`src/rtl/ctse_pkg.sv`:
```
// Shared types and constants for the calendar time-set editor.
// No dependencies; imported by ctse_next and clock_time_set_editor.
package ctse_pkg;

	localparam int unsigned PERIOD_W = 16;

	// request codes
	localparam logic [2:0] REQ_LOAD   = 3'd0;
	localparam logic [2:0] REQ_MODE   = 3'd1;
	localparam logic [2:0] REQ_SELECT = 3'd2;
	localparam logic [2:0] REQ_INC    = 3'd3;
	localparam logic [2:0] REQ_DEC    = 3'd4;
	localparam logic [2:0] REQ_TICK   = 3'd5;

	// field select codes
	localparam logic [2:0] FLD_YEAR    = 3'd0;
	localparam logic [2:0] FLD_MONTH   = 3'd1;
	localparam logic [2:0] FLD_DAY     = 3'd2;
	localparam logic [2:0] FLD_HOUR    = 3'd3;
	localparam logic [2:0] FLD_MINUTE  = 3'd4;
	localparam logic [2:0] FLD_SECOND  = 3'd5;
	localparam logic [2:0] FLD_WEEKDAY = 3'd6;

	localparam logic [PERIOD_W-1:0] BLINK_PERIOD_RST = PERIOD_W'(500);

	typedef struct packed {
		logic [6:0] year;
		logic [3:0] month;
		logic [4:0] day;
		logic [4:0] hour;
		logic [5:0] minute;
		logic [5:0] second;
		logic [2:0] weekday;
	} ctse_time_t;

	typedef struct packed {
		logic                mode;
		logic [2:0]          fsel;
		logic                blink;
		logic [PERIOD_W-1:0] tick;
		ctse_time_t          tm;
	} ctse_state_t;

	localparam ctse_state_t STATE_RST = '{
		mode:  1'b0,
		fsel:  FLD_YEAR,
		blink: 1'b0,
		tick:  '0,
		tm:    '{year: 7'd0, month: 4'd1, day: 5'd1, hour: 5'd0,
		         minute: 6'd0, second: 6'd0, weekday: 3'd1}
	};

endpackage

```
`src/rtl/clock_time_set_editor.sv`:
```
// Top level of the calendar time-set editor: input stage, state, result stage.
// Depends on ctse_pkg and ctse_next.
//
//  channel | handshake             | word
//  --------+-----------------------+---------------------------------------------
//  cfg     | cfg_valid / cfg_ready | cfg_data: blink half period in ticks
//  in      | in_valid / in_ready   | req_type, in_year .. in_weekday
//  out     | out_valid / out_ready | set_mode, selected_field, blank_selected,
//          |                       | out_year .. out_weekday, write_time
//
// One word per cycle sustained while out_ready stays high. A word waits in the input
// register; the state update and the result are computed in one pass when it moves
// into the result register, so a word's result shows on the ports only after that
// move and is held there until out_ready takes it.
// A stalled output holds the result register; the input register still takes
// one more word. cfg_ready is always high. Reset loads 0-1-1 0:00:00, weekday 1,
// display mode, period 500; no clearing pass is needed.
module clock_time_set_editor (
	input  logic                          clk,
	input  logic                          arst_n,
	input  logic                          cfg_valid,
	output logic                          cfg_ready,
	input  logic [ctse_pkg::PERIOD_W-1:0] cfg_data,
	input  logic                          in_valid,
	output logic                          in_ready,
	input  logic [2:0]                    req_type,
	input  logic [6:0]                    in_year,
	input  logic [3:0]                    in_month,
	input  logic [4:0]                    in_day,
	input  logic [4:0]                    in_hour,
	input  logic [5:0]                    in_minute,
	input  logic [5:0]                    in_second,
	input  logic [2:0]                    in_weekday,
	output logic                          out_valid,
	input  logic                          out_ready,
	output logic                          set_mode,
	output logic [2:0]                    selected_field,
	output logic                          blank_selected,
	output logic [6:0]                    out_year,
	output logic [3:0]                    out_month,
	output logic [4:0]                    out_day,
	output logic [4:0]                    out_hour,
	output logic [5:0]                    out_minute,
	output logic [5:0]                    out_second,
	output logic [2:0]                    out_weekday,
	output logic                          write_time
);
	import ctse_pkg::*;

	logic [PERIOD_W-1:0] period_q;
	ctse_state_t         state_q;
	ctse_state_t         state_nxt;
	logic                wr_nxt;

	// input stage
	logic       valid_s1;
	logic [2:0] req_s1;
	ctse_time_t ld_s1;

	// result stage
	logic        valid_s2;
	ctse_state_t res_s2;
	logic        wr_s2;

	logic adv;

	// advance the input word when the result register is free or being drained
	assign adv       = valid_s1 && (!valid_s2 || out_ready);
	assign in_ready  = !valid_s1 || adv;
	assign cfg_ready = 1'b1;

	always_ff @(posedge clk or negedge arst_n) begin
		if (!arst_n) begin
			period_q <= BLINK_PERIOD_RST;
		end else if (cfg_valid) begin
			period_q <= cfg_data;
		end
	end

	// hold the accepted word until it moves on
	always_ff @(posedge clk or negedge arst_n) begin
		if (!arst_n) begin
			valid_s1 <= 1'b0;
		end else if (in_ready) begin
			valid_s1 <= in_valid;
		end
	end

	always_ff @(posedge clk) begin
		if (in_valid && in_ready) begin
			req_s1 <= req_type;
			ld_s1  <= '{year: in_year, month: in_month, day: in_day, hour: in_hour,
			           minute: in_minute, second: in_second, weekday: in_weekday};
		end
	end

	ctse_next u_next (
		.cur       (state_q),
		.req       (req_s1),
		.ld        (ld_s1),
		.period    (period_q),
		.nxt       (state_nxt),
		.wr_strobe (wr_nxt)
	);

	// commit the state only when the word leaves the input stage
	always_ff @(posedge clk or negedge arst_n) begin
		if (!arst_n) begin
			state_q <= STATE_RST;
		end else if (adv) begin
			state_q <= state_nxt;
		end
	end

	always_ff @(posedge clk or negedge arst_n) begin
		if (!arst_n) begin
			valid_s2 <= 1'b0;
		end else if (adv) begin
			valid_s2 <= 1'b1;
		end else if (out_ready) begin
			valid_s2 <= 1'b0;
		end
	end

	always_ff @(posedge clk) begin
		if (adv) begin
			res_s2 <= state_nxt;
			wr_s2  <= wr_nxt;
		end
	end

	assign out_valid      = valid_s2;
	assign set_mode       = res_s2.mode;
	assign selected_field = res_s2.fsel;
	assign blank_selected = res_s2.mode & res_s2.blink;
	assign out_year       = res_s2.tm.year;
	assign out_month      = res_s2.tm.month;
	assign out_day        = res_s2.tm.day;
	assign out_hour       = res_s2.tm.hour;
	assign out_minute     = res_s2.tm.minute;
	assign out_second     = res_s2.tm.second;
	assign out_weekday    = res_s2.tm.weekday;
	assign write_time     = wr_s2;

	a_wr_leaves_set: assert property (@(posedge clk) disable iff (!arst_n)
		out_valid && write_time |-> !set_mode)
		else $error("write strobe while still in set mode");

	a_fsel_range: assert property (@(posedge clk) disable iff (!arst_n)
		state_q.fsel <= FLD_WEEKDAY)
		else $error("field select out of range");

	a_s1_hold: assert property (@(posedge clk) disable iff (!arst_n)
		valid_s1 && !adv |=> valid_s1 && $stable(req_s1))
		else $error("input stage dropped a waiting word");

	a_state_frozen: assert property (@(posedge clk) disable iff (!arst_n)
		!adv |=> $stable(state_q))
		else $error("state changed without a word advancing");

endmodule

```
`src/rtl/ctse_next.sv`:
```
// Next-state logic of the time-set editor: load, mode, select, edit, tick.
// Depends on ctse_pkg (state types, request and field codes).
module ctse_next (
	input  ctse_pkg::ctse_state_t         cur,
	input  logic [2:0]                    req,
	input  ctse_pkg::ctse_time_t          ld,
	input  logic [ctse_pkg::PERIOD_W-1:0] period,
	output ctse_pkg::ctse_state_t         nxt,
	output logic                          wr_strobe
);
	import ctse_pkg::*;

	function automatic logic [4:0] month_len(logic [3:0] m, logic [6:0] y);
		logic [4:0] len;
		case (m)
			4'd4, 4'd6, 4'd9, 4'd11: len = 5'd30;
			4'd2:                    len = (y[1:0] == 2'b00) ? 5'd29 : 5'd28;
			default:                 len = 5'd31;
		endcase
		return len;
	endfunction

	// wrap up or down within lo..hi
	function automatic logic [6:0] wrap_step(logic [6:0] v, logic [6:0] lo,
	                                         logic [6:0] hi, logic up);
		logic [6:0] r;
		if (up) begin
			r = (v >= hi) ? lo : v + 7'd1;
		end else begin
			r = (v <= lo || v > hi) ? hi : v - 7'd1;
		end
		return r;
	endfunction

	logic                up;
	logic [4:0]          ml_cur;
	logic [4:0]          ml_new;
	ctse_time_t          ed;
	logic [PERIOD_W:0]   tick_sum;

	assign up       = (req == REQ_INC);
	assign ml_cur   = month_len(cur.tm.month, cur.tm.year);
	assign tick_sum = {1'b0, cur.tick} + {{PERIOD_W{1'b0}}, 1'b1};

	always_comb begin
		ed = cur.tm;
		case (cur.fsel)
			FLD_YEAR: begin
				ed.year = wrap_step(cur.tm.year, 7'd0, 7'd99, up);
			end
			FLD_MONTH: begin
				ed.month = 4'(wrap_step({3'b0, cur.tm.month}, 7'd1, 7'd12, up));
			end
			FLD_DAY: begin
				ed.day = 5'(wrap_step({2'b0, cur.tm.day}, 7'd1, {2'b0, ml_cur}, up));
			end
			FLD_HOUR: begin
				ed.hour = 5'(wrap_step({2'b0, cur.tm.hour}, 7'd0, 7'd23, up));
			end
			FLD_MINUTE: begin
				ed.minute = 6'(wrap_step({1'b0, cur.tm.minute}, 7'd0, 7'd59, up));
			end
			FLD_SECOND: begin
				ed.second = 6'(wrap_step({1'b0, cur.tm.second}, 7'd0, 7'd59, up));
			end
			FLD_WEEKDAY: begin
				ed.weekday = 3'(wrap_step({4'b0, cur.tm.weekday}, 7'd1, 7'd7, up));
			end
			default: begin
			end
		endcase
		ml_new = month_len(ed.month, ed.year);
		// fold a day past the month end back to the first
		if (ed.day > ml_new) begin
			ed.day = 5'd1;
		end
	end

	always_comb begin
		nxt       = cur;
		wr_strobe = 1'b0;
		case (req)
			REQ_LOAD: begin
				if (!cur.mode) nxt.tm = ld;
			end
			REQ_MODE: begin
				nxt.mode  = ~cur.mode;
				wr_strobe = cur.mode;
			end
			REQ_SELECT: begin
				if (cur.mode) nxt.fsel = (cur.fsel >= FLD_WEEKDAY) ? FLD_YEAR : cur.fsel + 3'd1;
			end
			REQ_INC, REQ_DEC: begin
				if (cur.mode) nxt.tm = ed;
			end
			REQ_TICK: begin
				if (tick_sum >= {1'b0, period}) begin
					nxt.tick  = '0;
					nxt.blink = ~cur.blink;
				end else begin
					nxt.tick = tick_sum[PERIOD_W-1:0];
				end
			end
			default: begin
			end
		endcase
	end

endmodule
```
`config.mk`:
```
export PLATFORM = sky130hd
export DESIGN_NAME = clock_time_set_editor
export DESIGN_NICKNAME = d
export VERILOG_FILES = /design/src/rtl/ctse_pkg.sv /design/src/rtl/clock_time_set_editor.sv /design/src/rtl/ctse_next.sv
export SDC_FILE = /design/constraint.sdc
export NUM_CORES = 1
export LEC_CHECK = 0
export BUFFER_PORTS_ARGS = -buffer_cell sky130_fd_sc_hd__buf_4
export CORE_MARGIN = 2
export CORE_UTILIZATION = 65
export CTS_CLUSTER_SIZE = 25
export DETAILED_ROUTE_END_ITERATION = 10
export GPL_TIMING_DRIVEN = 0
export PLACE_DENSITY = 0.85
export SETUP_SLACK_MARGIN = 0.3
export SYNTH_ARGS = -nofsm -noshare
export SYNTH_HDL_FRONTEND = slang
export SYNTH_SLANG_ARGS = --single-unit
```
`constraint.sdc`:
```
create_clock -name clk -period 7.52 [get_ports clk]
set_clock_uncertainty 0.15 [all_clocks]
set_input_delay 1.504 -clock clk [delete_from_list [all_inputs] [get_ports clk]]
set_output_delay 1.504 -clock clk [all_outputs]
set_load 0.02 [all_outputs]
```
[Word-level counts from Yosys, hierarchy flattened]
Index checks and enable logic that the tools add are counted.
Operators by class
  eq/ne operators: 21
  bitwise logic cells: 3
  $add $sub $neg: 16
  reduce and logical (&&, ||, !) cells: 21
  muxes and demuxes: 45
  order comparisons: 23
Operator list (count)
  $mux W36: 2
  $pmux W36 S2: 1
  $mux W6: 8
  $mux W5: 9
  $mux W7: 4
  $mux W3: 7
  $pmux W5 S2: 2
  $add A16 B1 Y17 const B: 1
  $ge A17 B16 Y1: 1
  $mux W17: 1
  $eq A4 B3 Y1 const B: 4
  $eq A4 B4 Y1 const B: 4
  $mux W16: 1
  $mux W4: 4
  $eq A3 B3 Y1 const B: 5
  $add A6 B1 Y6 const B: 2
  $eq A3 B2 Y1 const B: 4
  $ge A6 B6 Y1 const B: 2
  $gt A6 B6 Y1 const B: 2
  $le A6 B1 Y1 const B: 2
  $sub A6 B1 Y6 const B: 2
  $add A5 B1 Y5 const B: 2
  $gt A5 B5 Y1: 2
  $le A5 B1 Y1 const B: 2
  32 further kinds: 55
Word-level totals
  input bits: 60
  flip-flop bits (word level): 156

[Longest topological paths before layout]
  word-level depth: 12
  depth in mapped cells: 20
  depth with buffers taken out: 19

[Modules after synthesis]
From an unflattened synthesis, not the netlist that was laid out.
Second synthesis, totals
  cell total of the unflattened synthesis: 969
  area, all modules: 9902.0 µm²
Modules (own cells, without submodules)
  clock_time_set_editor: area an instance 5632.9 µm², sequential area each 4320.4 µm², cells each 286, times used 1
  ctse_next: area an instance 4269.1 µm², sequential area each 0.0 µm², cells each 683, times used 1

[Worst setup path after synthesis]
No wires, ideal clock.
  path kind: reg-to-reg
  start: register state_q[29] (netlist bit)
  end: register res_s2 (netlist bit out_day[2]), data pin
  arrival: 3.503 ns
  path buffers: 1
  setup slack: 3.598 ns
  library setup time: 0.269 ns
  stages on the path, launching flop included: 21
  cells stage by stage: dfrtp_1 > clkbuf_1 > inv_1 > ha_1 > nand2b_1 > a22oi_1 > o22ai_1 > inv_1 > ha_1 > nor3b_1 > o31ai_1 > nor2_1 > a31oi_1 > o21ai_0 > ha_1 > nand2_1 > o21ai_0 > a31oi_1 > o211ai_1 > a222oi_1 > nand2_1
RTL lines
  start, declared: line clock_time_set_editor.sv:51  | ctse_state_t state_q;
  start signal, assigned: line clock_time_set_editor.sv:111  | state_q <= state_nxt;
  end signal, assigned: line clock_time_set_editor.sv:127  | res_s2 <= state_nxt;
  end, declared: line clock_time_set_editor.sv:62  | ctse_state_t res_s2;

==> impl_metrics.csv <==
group,metric,value,unit
floorplan,die_h,127.0,um
yosys,synthesis.area,9836,um^2
worst_setup_path,crit_buf_inv,3,
timing,worstMarginPinSlew,1.175,ns
timing,finalMaxSlewViolations,0,
clock_tree,htree_levels,4,
status,outcome,"finished, final reports clean",
worst_hold_path,hp-class,"flip-flop to flip-flop",
route,drc_errors,0,
route,dr.pass1.iters,7,
finish,num_antenna_cells,0,
yosys,ys_ff_latch,156,
floorplan,io_pins,105,
clock_tree,cts_tree,"yes",
floorplan,rows,44,
route,vias,8844,
timing,fin_crit,5.279,ns
route,drt_iter0_drc,1062,
yosys,synth.area.top_cells,"edfxtp_1 (25%), dfrtp_1 (17%), ha_1 (6.0%)",
yosys,yosys.area.top_type,"edfxtp_1",
route,route.detailed.vias_per_inst,6.551,
yosys,syn_nets,1136,
yosys,ys_types,82,
yosys,async_reset_ff_share,48.08,%
clock_tree,numCtsBuffers,17,
floorplan,die-area,16130,um^2
worst_setup_path,cp-endpoint,"out_day[2]$_DFFE_PP_",
placement,gp_congestion,1.018,
yosys,synth_cells,1029,
finish,final_util,78.57,%
yosys,synth_top_area_share,24.73,%
floorplan,core,14640,um^2
global_route,grt.total_usage,35.28,%
clock_tree,root_buffer,"clkbuf_16",
worst_setup_path,reg2reg_depth,20,
finish,fin_nets,1260,
timing,setup_viol,0,
yosys,ys.flop_type,"edfxtp_1",
worst_setup_path,critPathCaptureType,"flip-flop",
worst_setup_path,setup.worst_path.class,"flip-flop to flip-flop",
timing,rsz0062_at_grt,"false",
timing,period_share,70.20,%
yosys,ys_seq_area_share,43.93,%
clock_tree,insertion_delay,0.44,ns
finish,layout-drive-gt1-share,21.44,%
finish,fillers,1028,
global_route,grt_pass1_vias,8393,
worst_setup_path,slowest_stage,"dfrtp_1",
placement,dp_cells,1318,
clock_tree,post_cts_buffers,0,
worst_setup_path,r2r_slack,2.24,ns
clock_tree,cts.hold.buffers_added,0,
timing,timing.setup.tns,0,ns
yosys,syn_avg_cell_area,9.558,um^2
global_route,grt_pass1_wl,44140,um
pwr,power_density,352.4,nW/um^2
pwr,vdd_ir_drop_max,0.0002195,V
yosys,ys.warnings.count,0,
clock_tree,cts_resized,0,
global_route,antenna_found_initial,0,
route,wl,28040,um
global_route,grt_overflow,0,
global_route,grt_max_degree,76,
timing,fin_ws,2.241,ns
worst_setup_path,crit_start,"state_q[29]$_DFFE_PN0P_",
worst_setup_path,worst-path-stages,20,
worst_setup_path,crit_path_cell_trace,"clkbuf_1 > inv_1 > ha_1 > nand2b_1 > a22oi_1 > o22ai_1 > inv_1 > ha_1 > nor3b_1 > o31ai_1 > nor2_1 > a31oi_1 > o21ai_0 > ha_1 > nand2_1 > o21ai_0 > a31oi_1 > o211ai_1 > a222oi_1 > nand2_1",
worst_setup_path,crit_required,7.53,ns
worst_setup_path,r2r-end,"out_day[2]$_DFFE_PP_",
route,ant_nets,0,
timing,hold_viol_final,0,
worst_setup_path,crit-reg2reg-launch,"state_q[29]$_DFFE_PN0P_",
job,cap_violations,0,
clock_tree,clock_sinks,156,
route,wire_per_inst,20.77,um
clock_tree,clk_transition_reported_paths,0.06,ns
pwr,p_leak,4.994,nW
floorplan,fp.dieW,127.0,um
yosys,yosysMostFrequentCell,"nand2_1",
yosys,synthTopCellsByCount,"nand2_1 (115), edfxtp_1 (81), o21ai_0 (77)",
placement,place_ws,2.609,ns
worst_setup_path,crit_path_start_kind,"flip-flop",
worst_setup_path,worstPathMaxFanout,10,
clock_tree,cts_buffer_depth,2,
floorplan,start_util,67.17,%
worst_setup_path,path_common_cell,"ha_1",
finish,syn2layout_area_growth,16.98,%
timing,slew_headroom,21.04,%
worst_setup_path,arrival,5.29,ns
timing,fmaxAchievable,189.4,MHz
yosys,synth-edff-count,81,
placement,port_buffers,103,
worst_setup_path,crit_family,"compound AO/OA/AOI/OAI gates",
finish,final_cells,1350,
worst_setup_path,critPathMaxStageDelay,0.40,ns
placement,dp_hpwl,19360,um
==> power breakdown <==
group,total [mW],switching (mW),internal (mW)
registers,1.28,0.160,1.12
logic,1.87,1.11,0.754
clock network,0.907,0.362,0.545
==> how the worst min path moves through the flow <==
| stage | start | to | slack (ns) | cells after the start |
|---|---|---|---|---|
| 2_1_floorplan | valid_s1$_DFFE_PN0N_ | out_valid$_DFFE_PN0P_ | 0.31 | 1 |
| 3_3_place_gp | valid_s1$_DFFE_PN0N_ | out_valid$_DFFE_PN0P_ | 0.32 | 1 |
| 3_5_place_dp | valid_s1$_DFFE_PN0N_ | out_valid$_DFFE_PN0P_ | 0.34 | 1 |
| 4_1_cts | state_q[52]$_DFFE_PN0P_ | state_q[52]$_DFFE_PN0P_ | 0.35 | 1 |
| 5_1_grt | state_q[52]$_DFFE_PN0P_ | state_q[52]$_DFFE_PN0P_ | 0.39 | 1 |
| 6_report | state_q[52]$_DFFE_PN0P_ | state_q[52]$_DFFE_PN0P_ | 0.35 | 1 |
==> state kept, by name, indices dropped and copies added, names as in the netlist <==
signal          cells
state_q            57
ld_s1              36
period_q           16
out_year            7
out_minute          6
out_second          6
out_day             5
out_hour            5
out_month           4
out_weekday         3
req_s1              3
selected_field      3
out_valid           1
res_s2              1
set_mode            1
valid_s1            1
write_time          1
==> layout by cell type (no fill, tap or decap), types with 13 or more instances in the layout <==
cell       count
edfxtp_1      81
nand3_1       29
mux2_2        18
ha_1          47
buf_2         25
nand2b_1      15
clkbuf_16     18
buf_4        146
a22oi_1       16
nor3_1        17
clkbuf_1      40
and3_1        20
o22ai_1       13
o211ai_1      19
nand2_1      115
inv_1         47
xnor2_1       14
o21ai_0       77
dfrtp_1       66
nor2_1        48
a21oi_1       39
==> area by class of cell <==
class / count / area, um^2 / area share (%)
multi-input combinational: 717 / 4738 / 41.18
tap: 184 / 230.2 / 2.001
timing repair buffer: 105 / 820.8 / 7.134
clock inverter: 12 / 158.9 / 1.381
inverter: 48 / 180.2 / 1.566
clock buffer: 20 / 457.9 / 3.980
buffer: 108 / 599.3 / 5.209
sequential: 156 / 4320 / 37.55
==> routing by layer <==
layer / GRT usage (%) / vias up / part of all wire [%]
li1: - / 4013 / -
met1: 47.77 / 4232 / 41
met2: 56.23 / 521 / 47
met3: 7.915 / 78 / 9.6
met4: 13.32 / 0 / 2.9
met5: 0 / - / 0
==> through the flow <==
stage                     area (um^2)  total power, mW  hold slack (ns)
after floorplan                  9836            2.568           0.3072
after global placement          10840            3.037           0.3231
after detailed placement        10890            3.077           0.3405
after CTS                       11510            3.996           0.3497
after global routing            11510            4.285           0.3885
final                           11510            4.055           0.3493
==> cell families (layout without fill, tap and decap cells) <==
logic type / after synthesis / in the layout / synth area share (%)
AOI/OAI and AO/OA: 302 / 302 / 20.91
xor gates and xnor gates: 24 / 24 / 2.137
adders and majority gates: 47 / 47 / 5.979
buffers and inverters: 156 / 293 / 7.912
DFF: 156 / 156 / 43.93
muxes: 23 / 23 / 2.570
other: 1 / 1 / 0.03813
and+or+nand+nor: 320 / 320 / 16.52
Note: power is estimated with default switching activity, not from simulation.
